`config.mk`:
```
export PLATFORM = sky130hd
export DESIGN_NAME = uv_sphere_mesh_generator
export DESIGN_NICKNAME = d
export VERILOG_FILES = /design/src/sv/usmg_pkg.sv /design/src/sv/usmg_div.sv /design/src/sv/usmg_cordic.sv /design/src/sv/uv_sphere_mesh_generator.sv
export SDC_FILE = /design/constraint.sdc
export NUM_CORES = 2
export LEC_CHECK = 0
export BUFFER_PORTS_ARGS = -buffer_cell sky130_fd_sc_hd__buf_4
export CAP_MARGIN = 20
export CORE_ASPECT_RATIO = 0.8
export CORE_UTILIZATION = 50
export DETAILED_ROUTE_END_ITERATION = 10
export HOLD_SLACK_MARGIN = 0.08
export PLACE_DENSITY = 0.77
export SETUP_SLACK_MARGIN = 0.2
export SYNTH_ARGS = -nofsm -noshare
export SYNTH_HDL_FRONTEND = slang
export SYNTH_SLANG_ARGS = --single-unit
```
`constraint.sdc`:
```
create_clock -name i_clk -period 13.53 [get_ports i_clk]
set_input_delay 0.6765 -clock i_clk [delete_from_list [all_inputs] [get_ports i_clk]]
set_output_delay 0.6765 -clock i_clk [all_outputs]
set_load 0.05 [all_outputs]
```
`src/sv/usmg_pkg.sv`:
```
// ============================================================================
// usmg_pkg
// Shared types, widths and constants of the UV sphere mesh generator.
// ============================================================================
package usmg_pkg;

    // Field and datapath widths
    localparam int CNT_W   = 9;    // sector / stack counts and indexes
    localparam int IDX_W   = 17;   // vertex index
    localparam int RAD_W   = 16;   // radius, unsigned Q8.8
    localparam int POS_W   = 16;   // positions, signed Q8.8
    localparam int TEX_W   = 16;   // texture coordinates, Q1.15
    localparam int ANG_W   = 32;   // angle as a fraction of a full turn
    localparam int CV_W    = 33;   // CORDIC datapath, Q2.30 plus guard bit
    localparam int DIV_W   = 41;   // divider dividend / quotient
    localparam int PROD_W  = 2 * CV_W;

    // CORDIC
    localparam int CORDIC_STEPS = 24;
    localparam int STEP_W       = 5;
    localparam logic signed [CV_W-1:0] CORDIC_GAIN = 33'sd652032874;

    localparam logic [ANG_W-1:0] QUARTER_TURN = 32'h4000_0000;
    localparam logic [ANG_W-1:0] HALF_TURN    = 32'h8000_0000;
    localparam logic [TEX_W-1:0] ONE_Q15      = 16'h8000;

    // Parameter defaults
    localparam int DEF_MAX_SECTORS = 256;
    localparam int DEF_MAX_STACKS  = 256;

    // Configuration register indexes and reset values
    localparam int REG_ADDR_W = 2;
    localparam logic [REG_ADDR_W-1:0] REG_RADIUS  = 2'd0;
    localparam logic [REG_ADDR_W-1:0] REG_SECTORS = 2'd1;
    localparam logic [REG_ADDR_W-1:0] REG_STACKS  = 2'd2;
    localparam logic [RAD_W-1:0] RADIUS_RST  = 16'd256;
    localparam logic [CNT_W-1:0] SECTORS_RST = 9'd36;
    localparam logic [CNT_W-1:0] STACKS_RST  = 9'd18;

    // Item kinds
    localparam logic KIND_VERTEX   = 1'b0;
    localparam logic KIND_TRIANGLE = 1'b1;

    // One result item
    typedef struct packed {
        logic                    last;
        logic [IDX_W-1:0]        corner_c;
        logic [IDX_W-1:0]        corner_b;
        logic [IDX_W-1:0]        corner_a;
        logic [TEX_W-1:0]        tex_v;
        logic [TEX_W-1:0]        tex_u;
        logic signed [POS_W-1:0] pos_z;
        logic signed [POS_W-1:0] pos_y;
        logic signed [POS_W-1:0] pos_x;
        logic                    kind;
    } t_item;

    // atan(2^-k) as a fraction of a full turn, 2^32 per turn
    function automatic logic [ANG_W-1:0] atan_turn(input logic [STEP_W-1:0] k);
        logic [ANG_W-1:0] a;
        unique case (k)
            5'd0:  a = 32'h20000000;
            5'd1:  a = 32'h12E4051E;
            5'd2:  a = 32'h09FB385B;
            5'd3:  a = 32'h051111D4;
            5'd4:  a = 32'h028B0D43;
            5'd5:  a = 32'h0145D7E1;
            5'd6:  a = 32'h00A2F61E;
            5'd7:  a = 32'h00517C55;
            5'd8:  a = 32'h0028BE53;
            5'd9:  a = 32'h00145F2F;
            5'd10: a = 32'h000A2F98;
            5'd11: a = 32'h000517CC;
            5'd12: a = 32'h00028BE6;
            5'd13: a = 32'h000145F3;
            5'd14: a = 32'h0000A2FA;
            5'd15: a = 32'h0000517D;
            5'd16: a = 32'h000028BE;
            5'd17: a = 32'h0000145F;
            5'd18: a = 32'h00000A30;
            5'd19: a = 32'h00000518;
            5'd20: a = 32'h0000028C;
            5'd21: a = 32'h00000146;
            5'd22: a = 32'h000000A3;
            5'd23: a = 32'h00000051;
            default: a = '0;
        endcase
        return a;
    endfunction

endpackage

```
`src/sv/usmg_div.sv`:
```
// ============================================================================
// usmg_div
// Restoring unsigned divider, one quotient bit per cycle.
// ============================================================================
module usmg_div
    import usmg_pkg::*;
(
    input  logic             i_clk,
    input  logic             i_rst_n,
    input  logic             i_start,
    input  logic [DIV_W-1:0] i_dividend,
    input  logic [CNT_W-1:0] i_divisor,
    output logic             o_done,
    output logic [DIV_W-1:0] o_quotient
);

    localparam int CW = $clog2(DIV_W);
    localparam logic [CW-1:0] LAST_BIT = CW'(DIV_W - 1);

    logic             r_busy, r_done;
    logic [CW-1:0]    r_cnt;
    logic [DIV_W-1:0] r_quo;
    logic [CNT_W-1:0] r_rem, r_den;

    logic [CNT_W:0]   trial;
    logic             ge;

    // trial subtract of the next dividend bit
    always_comb begin
        trial = {r_rem, r_quo[DIV_W-1]};
        ge    = (trial >= {1'b0, r_den});
    end

    always_ff @(posedge i_clk) begin
        if (!i_rst_n) begin
            r_busy <= 1'b0;
            r_done <= 1'b0;
            r_cnt  <= '0;
        end else begin
            r_done <= 1'b0;
            if (i_start) begin
                r_busy <= 1'b1;
                r_cnt  <= '0;
            end else if (r_busy) begin
                r_cnt <= r_cnt + 1'b1;
                if (r_cnt == LAST_BIT) begin
                    r_busy <= 1'b0;
                    r_done <= 1'b1;
                end
            end
        end
    end

    // datapath: quotient bits shift in as dividend bits shift out
    always_ff @(posedge i_clk) begin
        if (i_start) begin
            r_quo <= i_dividend;
            r_rem <= '0;
            r_den <= i_divisor;
        end else if (r_busy) begin
            r_quo <= {r_quo[DIV_W-2:0], ge};
            r_rem <= ge ? CNT_W'(trial - {1'b0, r_den}) : trial[CNT_W-1:0];
        end
    end

    assign o_done     = r_done;
    assign o_quotient = r_quo;

endmodule

```
`src/sv/usmg_cordic.sv`:
```
// ============================================================================
// usmg_cordic
// Rotation CORDIC, one micro-rotation per cycle, cosine and sine in Q2.30.
// ============================================================================
module usmg_cordic
    import usmg_pkg::*;
(
    input  logic                   i_clk,
    input  logic                   i_rst_n,
    input  logic                   i_start,
    input  logic [ANG_W-1:0]       i_angle,
    output logic                   o_done,
    output logic signed [CV_W-1:0] o_cos,
    output logic signed [CV_W-1:0] o_sin
);

    localparam logic [STEP_W-1:0] LAST_STEP = STEP_W'(CORDIC_STEPS - 1);

    logic                   r_busy, r_done, r_flip;
    logic [STEP_W-1:0]      r_step;
    logic signed [CV_W-1:0] r_x, r_y, r_z;

    logic                   flip;
    logic [ANG_W-1:0]       turn;
    logic signed [CV_W-1:0] dx, dy, da;

    // fold the angle into [-90deg, 90deg)
    always_comb begin
        flip = (i_angle[ANG_W-1:ANG_W-2] == 2'b01) || (i_angle[ANG_W-1:ANG_W-2] == 2'b10);
        turn = flip ? i_angle + HALF_TURN : i_angle;
    end

    // one micro-rotation
    always_comb begin
        dx = r_y >>> r_step;
        dy = r_x >>> r_step;
        da = $signed({1'b0, atan_turn(r_step)});
    end

    always_ff @(posedge i_clk) begin
        if (!i_rst_n) begin
            r_busy <= 1'b0;
            r_done <= 1'b0;
            r_step <= '0;
        end else begin
            r_done <= 1'b0;
            if (i_start) begin
                r_busy <= 1'b1;
                r_step <= '0;
            end else if (r_busy) begin
                r_step <= r_step + 1'b1;
                if (r_step == LAST_STEP) begin
                    r_busy <= 1'b0;
                    r_done <= 1'b1;
                end
            end
        end
    end

    always_ff @(posedge i_clk) begin
        if (i_start) begin
            r_x    <= CORDIC_GAIN;
            r_y    <= '0;
            r_z    <= $signed({turn[ANG_W-1], turn});
            r_flip <= flip;
        end else if (r_busy) begin
            if (!r_z[CV_W-1]) begin
                r_x <= r_x - dx;
                r_y <= r_y + dy;
                r_z <= r_z - da;
            end else begin
                r_x <= r_x + dx;
                r_y <= r_y - dy;
                r_z <= r_z + da;
            end
        end
    end

    assign o_done = r_done;
    assign o_cos  = r_flip ? -r_x : r_x;
    assign o_sin  = r_flip ? -r_y : r_y;

endmodule

```
`src/sv/uv_sphere_mesh_generator.sv`:
```
// ============================================================================
// uv_sphere_mesh_generator
// Walks a UV sphere: vertices in stack-major order, then triangles, one
// mesh item per input transfer.
// ============================================================================
//
//  Channel   Dir  Signals                      Content
//  s_axis    in   tvalid/tready/tdata[7:0]     restart in bit 0
//  m_axis    out  tvalid/tready/tdata/tuser/   positions, texture, corners;
//                 tlast                        tuser = kind, tlast = end of mesh
//  cfg       in   valid/ready/addr/data        radius, sector count, stack count;
//                                              ready only between items
//
//  A vertex runs a settle step, four divisions and two CORDIC runs on the shared
//  divider and rotator, the multiply steps, a post-settle step and a load step.
//  A triangle runs a settle step, a corner step, a post-settle step and a load
//  step. Settling also steps past any skipped positions. One item is in work at
//  a time; a finished item waits in the output register while the next one is
//  accepted and computed, and the load step holds while that register is still
//  occupied.
//  Reset is synchronous and returns the walk to the first vertex.
//
module uv_sphere_mesh_generator
    import usmg_pkg::*;
#(
    parameter int MAX_SECTORS = DEF_MAX_SECTORS,
    parameter int MAX_STACKS  = DEF_MAX_STACKS
) (
    input  logic                  i_clk,
    input  logic                  i_rst_n,
    // input stream
    input  logic                  i_s_axis_tvalid,
    output logic                  o_s_axis_tready,
    input  logic [7:0]            i_s_axis_tdata,   // [0] restart
    // output stream
    output logic                  o_m_axis_tvalid,
    input  logic                  i_m_axis_tready,
    // [15:0] pos_x, [31:16] pos_y, [47:32] pos_z, [63:48] tex_u,
    // [79:64] tex_v, [96:80] corner_a, [113:97] corner_b, [130:114] corner_c
    output logic [135:0]          o_m_axis_tdata,
    output logic                  o_m_axis_tuser,   // [0] item_kind
    output logic                  o_m_axis_tlast,   // end_of_mesh
    // configuration writes
    input  logic                  i_cfg_valid,
    output logic                  o_cfg_ready,
    input  logic [REG_ADDR_W-1:0] i_cfg_addr,
    input  logic [RAD_W-1:0]      i_cfg_data
);

    // sequencer states
    localparam logic [3:0] S_IDLE    = 4'd0;
    localparam logic [3:0] S_PRE     = 4'd1;
    localparam logic [3:0] S_DIV_LON = 4'd2;
    localparam logic [3:0] S_DIV_LAT = 4'd3;
    localparam logic [3:0] S_DIV_U   = 4'd4;
    localparam logic [3:0] S_DIV_V   = 4'd5;
    localparam logic [3:0] S_COR_LAT = 4'd6;
    localparam logic [3:0] S_COR_LON = 4'd7;
    localparam logic [3:0] S_MUL     = 4'd8;
    localparam logic [3:0] S_TRI     = 4'd9;
    localparam logic [3:0] S_POST    = 4'd10;
    localparam logic [3:0] S_FIN     = 4'd11;

    localparam logic [2:0] MUL_LAST = 3'd4;

    // ------------------------------------------------------------------
    // Round half up by k bits and saturate to 16 bits
    function automatic logic [POS_W-1:0] round_sat(input logic signed [PROD_W-1:0] p,
                                                   input int k);
        logic signed [PROD_W:0] t;
        t = (($signed((PROD_W+1)'(p))) + ($signed((PROD_W+1)'(1)) <<< (k - 1))) >>> k;
        if (t > $signed((PROD_W+1)'(32767)))
            return 16'h7FFF;
        else if (t < -$signed((PROD_W+1)'(32768)))
            return 16'h8000;
        else
            return t[POS_W-1:0];
    endfunction

    // ------------------------------------------------------------------
    // Configuration registers
    logic [RAD_W-1:0] r_radius;
    logic [CNT_W-1:0] r_sectors, r_stacks;

    always_ff @(posedge i_clk) begin
        if (!i_rst_n) begin
            r_radius  <= RADIUS_RST;
            r_sectors <= SECTORS_RST;
            r_stacks  <= STACKS_RST;
        end else if (i_cfg_valid && o_cfg_ready) begin
            unique case (i_cfg_addr)
                REG_RADIUS:  r_radius  <= i_cfg_data;
                REG_SECTORS: r_sectors <= i_cfg_data[CNT_W-1:0];
                REG_STACKS:  r_stacks  <= i_cfg_data[CNT_W-1:0];
                default: ;
            endcase
        end
    end

    // writes only between items
    assign o_cfg_ready = (r_state == S_IDLE);

    // effective counts: zero acts as one, clamp at the maximum
    logic [CNT_W-1:0] ns, nt;

    always_comb begin
        if (r_sectors == '0)
            ns = CNT_W'(1);
        else if (32'(r_sectors) > 32'(MAX_SECTORS))
            ns = CNT_W'(MAX_SECTORS);
        else
            ns = r_sectors;
        if (r_stacks == '0)
            nt = CNT_W'(1);
        else if (32'(r_stacks) > 32'(MAX_STACKS))
            nt = CNT_W'(MAX_STACKS);
        else
            nt = r_stacks;
    end

    // ------------------------------------------------------------------
    // State
    logic [3:0]              r_state, n_state;
    logic                    r_sub, n_sub;
    logic                    r_phase, n_phase;
    logic [CNT_W-1:0]        r_stk, n_stk, r_sec, n_sec;
    logic                    r_sec2, n_sec2;
    logic [IDX_W-1:0]        r_rb, n_rb;
    logic                    r_wrap, n_wrap;
    logic [2:0]              r_mstep, n_mstep;
    logic                    r_out_valid, n_out_valid;

    // datapath registers
    logic [ANG_W-1:0]        r_lon, r_lat;
    logic [TEX_W-1:0]        r_u, r_v;
    logic signed [CV_W-1:0]  r_cl, r_sl, r_co, r_so, r_xy;
    logic signed [PROD_W-1:0] r_prod;
    logic [POS_W-1:0]        r_px, r_py, r_pz;
    logic                    r_kind;
    logic [IDX_W-1:0]        r_ca, r_cb, r_cc;
    t_item                   r_out;

    // ------------------------------------------------------------------
    // One step of moving past positions that name no item
    logic             st_done, st_wrap, st_phase, st_sec2;
    logic [CNT_W-1:0] st_stk, st_sec;
    logic [IDX_W-1:0] st_rb, rb_next;

    always_comb begin
        rb_next  = r_rb + IDX_W'(ns) + IDX_W'(1);
        st_done  = 1'b0;
        st_wrap  = 1'b0;
        st_phase = r_phase;
        st_stk   = r_stk;
        st_sec   = r_sec;
        st_sec2  = r_sec2;
        st_rb    = r_rb;
        if (!r_phase) begin
            if (r_sec > ns) begin
                st_sec = '0;
                st_stk = r_stk + 1'b1;
                st_rb  = rb_next;
            end else if (r_stk > nt) begin
                st_phase = 1'b1;
                st_stk   = '0;
                st_sec   = '0;
                st_sec2  = 1'b0;
                st_rb    = '0;
            end else begin
                st_done = 1'b1;
            end
        end else begin
            if (r_sec >= ns) begin
                st_sec  = '0;
                st_sec2 = 1'b0;
                st_stk  = r_stk + 1'b1;
                st_rb   = rb_next;
            end else if (r_stk >= nt) begin
                // past the last row: wrap to the first vertex
                st_phase = 1'b0;
                st_stk   = '0;
                st_sec   = '0;
                st_sec2  = 1'b0;
                st_rb    = '0;
                st_done  = 1'b1;
                st_wrap  = 1'b1;
            end else if ((r_stk == '0 && !r_sec2) ||
                         (r_stk == nt - 1'b1 && r_sec2)) begin
                // top row skips its first triangle, bottom row its second
                st_sec2 = ~r_sec2;
                if (r_sec2)
                    st_sec = r_sec + 1'b1;
            end else begin
                st_done = 1'b1;
            end
        end
    end

    // ------------------------------------------------------------------
    // Shared divider and rotator
    logic             div_start, div_done;
    logic [DIV_W-1:0] div_dividend, div_quo;
    logic [CNT_W-1:0] div_divisor;
    logic             cor_start, cor_done;
    logic [ANG_W-1:0] cor_angle;
    logic signed [CV_W-1:0] cor_cos, cor_sin;

    always_comb begin
        div_start    = 1'b0;
        div_dividend = '0;
        div_divisor  = ns;
        unique case (r_state)
            S_DIV_LON: div_dividend = {r_sec, 32'b0};
            S_DIV_LAT: begin
                div_dividend = DIV_W'({r_stk, 31'b0});
                div_divisor  = nt;
            end
            S_DIV_U:   div_dividend = DIV_W'({r_sec, 15'b0}) + DIV_W'(ns >> 1);
            S_DIV_V: begin
                div_dividend = DIV_W'({r_stk, 15'b0}) + DIV_W'(nt >> 1);
                div_divisor  = nt;
            end
            default: ;
        endcase
        if (r_state == S_DIV_LON || r_state == S_DIV_LAT ||
            r_state == S_DIV_U || r_state == S_DIV_V)
            div_start = !r_sub;
        cor_start = (r_state == S_COR_LAT || r_state == S_COR_LON) && !r_sub;
        cor_angle = (r_state == S_COR_LAT) ? r_lat : r_lon;
    end

    usmg_div u_div (
        .i_clk      (i_clk),
        .i_rst_n    (i_rst_n),
        .i_start    (div_start),
        .i_dividend (div_dividend),
        .i_divisor  (div_divisor),
        .o_done     (div_done),
        .o_quotient (div_quo)
    );

    usmg_cordic u_cordic (
        .i_clk   (i_clk),
        .i_rst_n (i_rst_n),
        .i_start (cor_start),
        .i_angle (cor_angle),
        .o_done  (cor_done),
        .o_cos   (cor_cos),
        .o_sin   (cor_sin)
    );

    // shared multiplier operands
    logic signed [CV_W-1:0] mul_a, mul_b, rad_s;

    always_comb begin
        rad_s = $signed(CV_W'(r_radius));
        mul_a = '0;
        mul_b = '0;
        case (r_mstep)
            3'd0: begin mul_a = rad_s; mul_b = r_cl; end
            3'd1: begin mul_a = rad_s; mul_b = r_sl; end
            3'd2: begin mul_a = r_xy;  mul_b = r_co; end
            3'd3: begin mul_a = r_xy;  mul_b = r_so; end
            default: ;
        endcase
    end

    // triangle corners
    logic [IDX_W-1:0] k1, k2;

    always_comb begin
        k1 = r_rb + IDX_W'(r_sec);
        k2 = k1 + IDX_W'(ns) + IDX_W'(1);
    end

    logic s_xfer, m_xfer;
    assign s_xfer = i_s_axis_tvalid && o_s_axis_tready;
    assign m_xfer = o_m_axis_tvalid && i_m_axis_tready;

    // ------------------------------------------------------------------
    // Sequencer
    always_comb begin
        n_state     = r_state;
        n_sub       = r_sub;
        n_phase     = r_phase;
        n_stk       = r_stk;
        n_sec       = r_sec;
        n_sec2      = r_sec2;
        n_rb        = r_rb;
        n_wrap      = r_wrap;
        n_mstep     = r_mstep;
        n_out_valid = m_xfer ? 1'b0 : r_out_valid;
        unique case (r_state)
            S_IDLE: begin
                if (s_xfer) begin
                    n_wrap  = 1'b0;
                    n_state = S_PRE;
                    if (i_s_axis_tdata[0]) begin
                        n_phase = 1'b0;
                        n_stk   = '0;
                        n_sec   = '0;
                        n_sec2  = 1'b0;
                        n_rb    = '0;
                    end
                end
            end
            S_PRE, S_POST: begin
                n_phase = st_phase;
                n_stk   = st_stk;
                n_sec   = st_sec;
                n_sec2  = st_sec2;
                n_rb    = st_rb;
                if (st_done) begin
                    if (r_state == S_POST) begin
                        n_wrap  = st_wrap;
                        n_state = S_FIN;
                    end else begin
                        n_state = st_phase ? S_TRI : S_DIV_LON;
                    end
                end
            end
            S_DIV_LON, S_DIV_LAT, S_DIV_U, S_DIV_V: begin
                n_sub = 1'b1;
                if (r_sub && div_done) begin
                    n_sub = 1'b0;
                    unique case (r_state)
                        S_DIV_LON: n_state = S_DIV_LAT;
                        S_DIV_LAT: n_state = S_DIV_U;
                        S_DIV_U:   n_state = S_DIV_V;
                        default:   n_state = S_COR_LAT;
                    endcase
                end
            end
            S_COR_LAT, S_COR_LON: begin
                n_sub = 1'b1;
                if (r_sub && cor_done) begin
                    n_sub   = 1'b0;
                    n_state = (r_state == S_COR_LAT) ? S_COR_LON : S_MUL;
                end
            end
            S_MUL: begin
                n_mstep = r_mstep + 1'b1;
                if (r_mstep == MUL_LAST) begin
                    n_mstep = '0;
                    n_sec   = r_sec + 1'b1;
                    n_state = S_POST;
                end
            end
            S_TRI: begin
                n_sec2 = ~r_sec2;
                if (r_sec2)
                    n_sec = r_sec + 1'b1;
                n_state = S_POST;
            end
            S_FIN: begin
                if (!r_out_valid || i_m_axis_tready) begin
                    n_out_valid = 1'b1;
                    n_state     = S_IDLE;
                end
            end
            default: n_state = S_IDLE;
        endcase
    end

    always_ff @(posedge i_clk) begin
        if (!i_rst_n) begin
            r_state     <= S_IDLE;
            r_sub       <= 1'b0;
            r_phase     <= 1'b0;
            r_stk       <= '0;
            r_sec       <= '0;
            r_sec2      <= 1'b0;
            r_rb        <= '0;
            r_wrap      <= 1'b0;
            r_mstep     <= '0;
            r_out_valid <= 1'b0;
        end else begin
            r_state     <= n_state;
            r_sub       <= n_sub;
            r_phase     <= n_phase;
            r_stk       <= n_stk;
            r_sec       <= n_sec;
            r_sec2      <= n_sec2;
            r_rb        <= n_rb;
            r_wrap      <= n_wrap;
            r_mstep     <= n_mstep;
            r_out_valid <= n_out_valid;
        end
    end

    // ------------------------------------------------------------------
    // Datapath captures
    always_ff @(posedge i_clk) begin
        if (r_state == S_PRE && st_done)
            r_kind <= st_phase ? KIND_TRIANGLE : KIND_VERTEX;
        if (r_sub && div_done) begin
            case (r_state)
                S_DIV_LON: r_lon <= div_quo[ANG_W-1:0];
                S_DIV_LAT: r_lat <= QUARTER_TURN - div_quo[ANG_W-1:0];
                S_DIV_U:   r_u   <= div_quo[TEX_W-1:0];
                S_DIV_V:   r_v   <= ONE_Q15 - div_quo[TEX_W-1:0];
                default: ;
            endcase
        end
        if (r_sub && cor_done) begin
            if (r_state == S_COR_LAT) begin
                r_cl <= cor_cos;
                r_sl <= cor_sin;
            end else begin
                r_co <= cor_cos;
                r_so <= cor_sin;
            end
        end
        if (r_state == S_MUL) begin
            r_prod <= mul_a * mul_b;
            case (r_mstep)
                3'd1: r_xy <= CV_W'(r_prod >>> 15);
                3'd2: r_py <= round_sat(r_prod, 30);
                3'd3: r_px <= round_sat(r_prod, 45);
                3'd4: r_pz <= round_sat(r_prod, 45);
                default: ;
            endcase
        end
        if (r_state == S_TRI) begin
            if (!r_sec2) begin
                r_ca <= k1;
                r_cb <= k2;
                r_cc <= k1 + 1'b1;
            end else begin
                r_ca <= k1 + 1'b1;
                r_cb <= k2;
                r_cc <= k2 + 1'b1;
            end
        end
        // output register load
        if (r_state == S_FIN && (!r_out_valid || i_m_axis_tready)) begin
            r_out.kind <= r_kind;
            r_out.last <= r_wrap;
            if (r_kind == KIND_VERTEX) begin
                r_out.pos_x    <= r_px;
                r_out.pos_y    <= r_py;
                r_out.pos_z    <= r_pz;
                r_out.tex_u    <= r_u;
                r_out.tex_v    <= r_v;
                r_out.corner_a <= '0;
                r_out.corner_b <= '0;
                r_out.corner_c <= '0;
            end else begin
                r_out.pos_x    <= '0;
                r_out.pos_y    <= '0;
                r_out.pos_z    <= '0;
                r_out.tex_u    <= '0;
                r_out.tex_v    <= '0;
                r_out.corner_a <= r_ca;
                r_out.corner_b <= r_cb;
                r_out.corner_c <= r_cc;
            end
        end
    end

    // ------------------------------------------------------------------
    // Ports
    assign o_s_axis_tready = (r_state == S_IDLE);
    assign o_m_axis_tvalid = r_out_valid;
    assign o_m_axis_tuser  = r_out.kind;
    assign o_m_axis_tlast  = r_out.last;
    assign o_m_axis_tdata  = {5'b0, r_out.corner_c, r_out.corner_b, r_out.corner_a,
                              r_out.tex_v, r_out.tex_u, r_out.pos_z, r_out.pos_y,
                              r_out.pos_x};

endmodule

```
* After elaboration in Yosys (flattened, before gate mapping) *
Memories as Yosys holds them, arrays and structs flattened. A register that Yosys moved wholly into a read port is not among the register bits.
Cells that the tools add are included.

word-level totals
  flip-flop bits (word level) = 815
  ROM bits = 960
  bits of input ports = 31
  output and inout bits = 141
  logic and storage cells = 305
  memories kept = 1

operators by class
  add/sub/neg operators = 29
  multipliers = 1
  $lt $le $gt $ge = 11
  equality and inequality tests = 35
  shift-type cells = 2
  multiplexer cells = 107
  bitwise operators = 5
  reduce and logical (&&, ||, !) cells = 61

memories
  name              depth  bits a word  read ports  clocked after memory_dff  wr ports  RTL line        source
  (name not given)  32     30           1           1                         0         usmg_pkg.sv:61  unique case (k)

operators by type and width
  cell                    count
  $mux 33                 7
  $mux 9                  20
  $pmux 41 s4             1
  $mux 17                 9
  $pmux 33 s4             1
  $add 33x33->33          3
  $sub 33x33->33          3
  $mux 41                 2
  $add 17x1->17 const B   4
  $add 66x31->67 const B  1
  $add 66x46->67 const B  1
  $mul 33x33->66          1
  $neg 33->33             2
  $pmux 33 s2             1
  $sshr 33x5->33          2
  $mux 32                 2
  $add 17x9->17           3
  $add 24x8->25           2
  $mux 16                 3
  $mux 1                  40
  $gt 37x16->1 const B    1
  $lt 37x16->1 const B    1
  $mux 4                  9
  $pmux 9 s4              1
  59 further kinds        131

* Logic depth before layout (Yosys ltp) *
  depth after elaboration = 13
  gate-level depth with buffers = 42

* By module *
From an unflattened synthesis, not the netlist that was laid out.

second synthesis, totals
  cell total of the unflattened synthesis = 8931
  area total of the unflattened synthesis = 87187.4 um2

by module, submodules not included
  module                    instances  cells an instance  area an instance (um2)
  uv_sphere_mesh_generator  1          6448               65796.9
  usmg_cordic               1          2247               18212.5
  usmg_div                  1          236                3178.0

* Worst setup path after synthesis *
No wires, ideal clock.

  kind = register to register
  from = register r_mstep[2]
  to = register r_prod[59] (data pin)
  data arrival time = 9.861 ns
  setup slack = 3.400 ns
  stages on the path, launching flop included = 35
  path buffers = 7
  clock period less this slack = 10.130 ns
  cells stage by stage = dfxtp_1 clkbuf_1 inv_1 clkbuf_1 clkbuf_1 clkbuf_1 ha_1 clkbuf_1 clkbuf_1 a221oi_1 clkbuf_1 nor2_1 fa_1 inv_1 fa_1 inv_1 fa_1 inv_1 fa_1 inv_1 fa_1 fa_1 fa_1 inv_1 fa_1 inv_1 ha_1 nand3_1 nor2_1 inv_1 o41a_1 o21bai_1 a32oi_1 o31ai_1 xor2_1

on the way
  longest elaborated chain between the ends = 4
  elaborated cells between the ends (all ways) = 9

ends and longest elaborated chain
  element                                   RTL line                         source
  start: declaration                        uv_sphere_mesh_generator.sv:130  logic [2:0] r_mstep, n_mstep;
  start signal: assignment                  uv_sphere_mesh_generator.sv:386  r_mstep <= n_mstep;
  $eq 3x2->1, or another cell as far along  uv_sphere_mesh_generator.sv:259  case (r_mstep)
  $reduce_or 2->1 (no line)                 --
  $pmux 33 s2                               uv_sphere_mesh_generator.sv:259
  $mul 33x33->66 *                          uv_sphere_mesh_generator.sv:415  r_prod <= mul_a * mul_b;
  end signal: assignment                    uv_sphere_mesh_generator.sv:415
  end: declaration                          uv_sphere_mesh_generator.sv:137  logic signed [PROD_W-1:0] r_prod;

Every way passes the cells marked *; elsewhere a longest branch is shown, timed or not.
A chain may end at the register's enable or synchronous reset.

* Worst setup path after layout *
  from = register r_mstep[1]
  to = register r_prod[62] (data pin)

The elaborated chain is that of the path after synthesis.

==> key figures <==
Outcome
  • Status: completed

Clocking
  • Root buffer cell: clkbuf_16
  • # H-tree levels: 3
  • Post-CTS resize count: 0
  • CTS buffer count: 89
  • Clk pin slew, worst setup/hold paths: 0.07 ns
  • Post-CTS setup buffer count: 0
  • Hold-fix buffers, CTS: 0
  • Sink Count: 830
  • CTS max path bufs: 3
  • Clock Latency Late Sink: 0.76 ns
  • TritonCTS clock tree: built

Final layout
  • Synth-to-layout area growth: 7.95%
  • Nets: 10393
  • Share of cells above drive strength 1: 7.64%
  • Filler cells: 14546

Timing
  • Slew headroom: 21.4%
  • Fmax achieved: 0.0853 GHz
  • Worst-margin pin slew: 1.18 ns
  • Max Clock Skew: 0.0823 ns
  • Setup violators final: 0
  • Final hold violations: 0
  • RSZ-0062 raised after global routing: no
  • Fin Setup TNS: 0 ns
  • Final slew viol count: 0
  • Tcrit/Tclk final: 86.7%
  • Crit path time final: 11.73 ns

Critical path
  • Instance count on the critical path: 28
  • Crit end category: flip-flop
  • Crit-path max FO: 22
  • R2R Path Start: r_mstep[1]
  • Critical path required time: 13.98 ns
  • Setup crit end: r_prod[62]
  • Crit path largest cell delay: 0.78 ns
  • CP Class: flip-flop to flip-flop
  • Crit path DAT: 12.18 ns
  • CP max-delay cell: o21ai_1
  • CP bufs+invs: 4
  • R2r endpoint: r_prod[62]
  • Startpoint Class: flip-flop
  • R2R setup slack: 1.80 ns
  • Worst reg2reg path depth: 28
  • Worst setup startpoint: r_mstep[1]
  • Top delay family on crit path: adder cells
  • Cell mode on critical path: fa_1

Power
  • P_int: 0.00662 W
  • Final Power: 0.0112 W
  • Switching part of the total: 40.9%
  • NetSw: 0.00457 W
  • Flop pwr share: 32.6%
  • Worst vdd rail ir drop: 0.111 mV
  • Leak: 40.3 nW
  • Combinational share of power: 43.7%
  • Clock power frac: 23.7%
  • Pwr per Cell Area: 121 nW/µm²

Route
  • Vias per cell: 6.01
  • Met3 WL: 32.5 mm
  • Wire length per cell: 23.9 µm
  • Drt total wl: 266 mm
  • Met2 Routed Length: 114 mm
  • DR vias: 67032
  • Detailed-route DRC error count: 0
  • DRT Pass-1 Iters: 7
  • M1 WL: 105 mm
  • Routed Antenna Nets: 0
  • Iteration-0 DRC Markers: 7120
  • Top sig layer: met5

Yosys
  • Most frequent cell after synthesis: inv_1
  • YS warnings: 0
  • Mapped Area: 85700 µm²
  • Synth Flop Type: edfxtp_1
  • Mean Syn Cell Area: 9.69 µm²
  • Post-synthesis cell count: 8848
  • Seq/Total Area, Yosys: 26.7%
  • Ranking of synthesized cells by area: fa_1 (27%), edfxtp_1 (22%), ha_1 (5.7%), inv_1 (5.5%), dfxtp_1 (4.7%)
  • Seq cells post-synth: 830
  • FFs w/ async S/R, synth: 0%
  • Post-synth cell types: 106
  • Share of the synthesized area in the top cell type: 26.9%
  • EDFF count, synth: 629
  • Biggest area consumer among synthesized cells: fa_1
  • Commonest cells in the netlist: inv_1 (1246), fa_1 (1151), nor2_1 (1041), nand2_1 (950), edfxtp_1 (629)

Die
  • IO Pins: 172
  • Die ar.: 173000 µm²
  • Die Span X: 465 µm
  • Starting density of the core: 50.5%
  • Core ar.: 170000 µm²
  • DIE HEIGHT: 372 µm
  • Row cnt: 135

Place
  • GPL Wtd Cong: 1.06
  • Post-DP HPWL: 205 mm
  • PortBufs: 159

Global route
  • GRT Overall Usage: 30.9%
  • Vias in the first global route: 67905
  • Initial antenna violation count: 5
  • Overflow after GRT: 0
  • Largest net degree at the start of global routing: 76
  • First-pass GRT wire length: 406 mm

Hold path
  • Hold Crit Class: primary input to flip-flop
  • Hold path startpoint: i_cfg_data[2]

Run
  • Max Cap Viol: 0
## registers in the layout (all words and copies together), names as in the netlist, 17 cells and up
signal	count
u_cordic.da	30
r_cl	33
r_so	33
r_rb	17
r_cb	17
u_cordic.r_y	33
r_lat	32
u_cordic.r_z	33
r_cc	17
r_ca	17
u_div.o_quotient	41
r_xy	33
u_cordic.r_x	33
r_prod	51
r_co	33
r_lon	32
o_m_axis_tdata	131
r_sl	33
## tightest hold or removal path, delay by kind of cell
kind / cells / cell delay, ns
mux: 1 / 0.06
buf+inv: 1 / 0.10
simple gates: 1 / 0.05
## stage by stage
stage                     std cells  hold WS [ns]  setup WS (ns)  area, µm²  util [%]
after detailed placement      10984         0.405           2.00      89300      52.6
final                         11158         0.189           1.80      92600      54.5
after floorplan                8852         0.400           3.40      85700         -
after global routing          11153         0.167           1.50      92500      54.5
after global placement        10980         0.400           2.12      89300      52.6
after CTS                     11148         0.145           1.92      92500      54.5
## logic make-up (layout without fill, tap and decap cells)
kind of cell / count (synthesis) / in the layout / share of synthesized area, %
mux: 211 / 211 / 3.73
buf+inv: 1716 / 1757 / 7.77
fa+ha+maj: 1543 / 1543 / 32.6
other cells: 1 / 10 / 0.00437
flops: 830 / 830 / 26.7
xor+xnor: 478 / 478 / 4.88
simple gates: 2782 / 2782 / 14.4
compound gates: 1287 / 1287 / 9.89
## layout make-up
type / count / area [µm²] / area share (%)
multi-input combinational: 6306 / 56300 / 60.9
sequential: 830 / 22900 / 24.8
inverter: 1251 / 4700 / 5.08
tap: 2260 / 2830 / 3.06
timing repair buffer: 342 / 2580 / 2.79
clock buffer: 114 / 2400 / 2.60
clock inverter: 50 / 777 / 0.840
antenna: 5 / 12.5 / 0.0135
## power groups by stage
stage	Sequential [W]	Clock [W]	Combinational (W)
2_1_floorplan	0.00335	0	0.00360
6_report	0.00365	0.00265	0.00489
3_5_place_dp	0.00367	0	0.00475
5_1_grt	0.00366	0.00278	0.00535
3_3_place_gp	0.00365	0	0.00462
4_1_cts	0.00361	0.00268	0.00480
## metal layers
metal  up-vias  GRT usage, %
met5         -             0
met4         4          14.7
met3       720          9.01
met2      3842          45.9
met1     33479          41.5
li1      28987             -
## worst min path at each step
stage / to / cells after the start / slack [ns]
2_1_floorplan: r_xy[0] / 0 / 0.40
3_3_place_gp: r_xy[7] / 0 / 0.40
3_5_place_dp: r_xy[1] / 0 / 0.41
4_1_cts: r_sectors[2] / 3 / 0.15
5_1_grt: r_radius[8] / 3 / 0.17
6_report: r_sectors[2] / 3 / 0.19
## layout by cell type (no fill, tap or decap), types with 101 or more instances in the layout
cell type / netlist / layout
inv_1: 1246 / 1242
fa_1: 1151 / 1151
nor2_1: 1041 / 1028
nand2_1: 950 / 949
edfxtp_1: 629 / 629
ha_1: 391 / 391
buf_4: 18 / 339
a21oi_1: 320 / 320
xnor2_1: 295 / 295
o21ai_0: 275 / 274
dfxtp_1: 201 / 194
xor2_1: 183 / 183
nor2b_1: 125 / 122
nand3_1: 114 / 114
mux2i_1: 113 / 113
and2_1: 108 / 108
nor3_1: 104 / 103
a21o_1: 101 / 101
No activity file was read; power rests on OpenSTA's default activity.
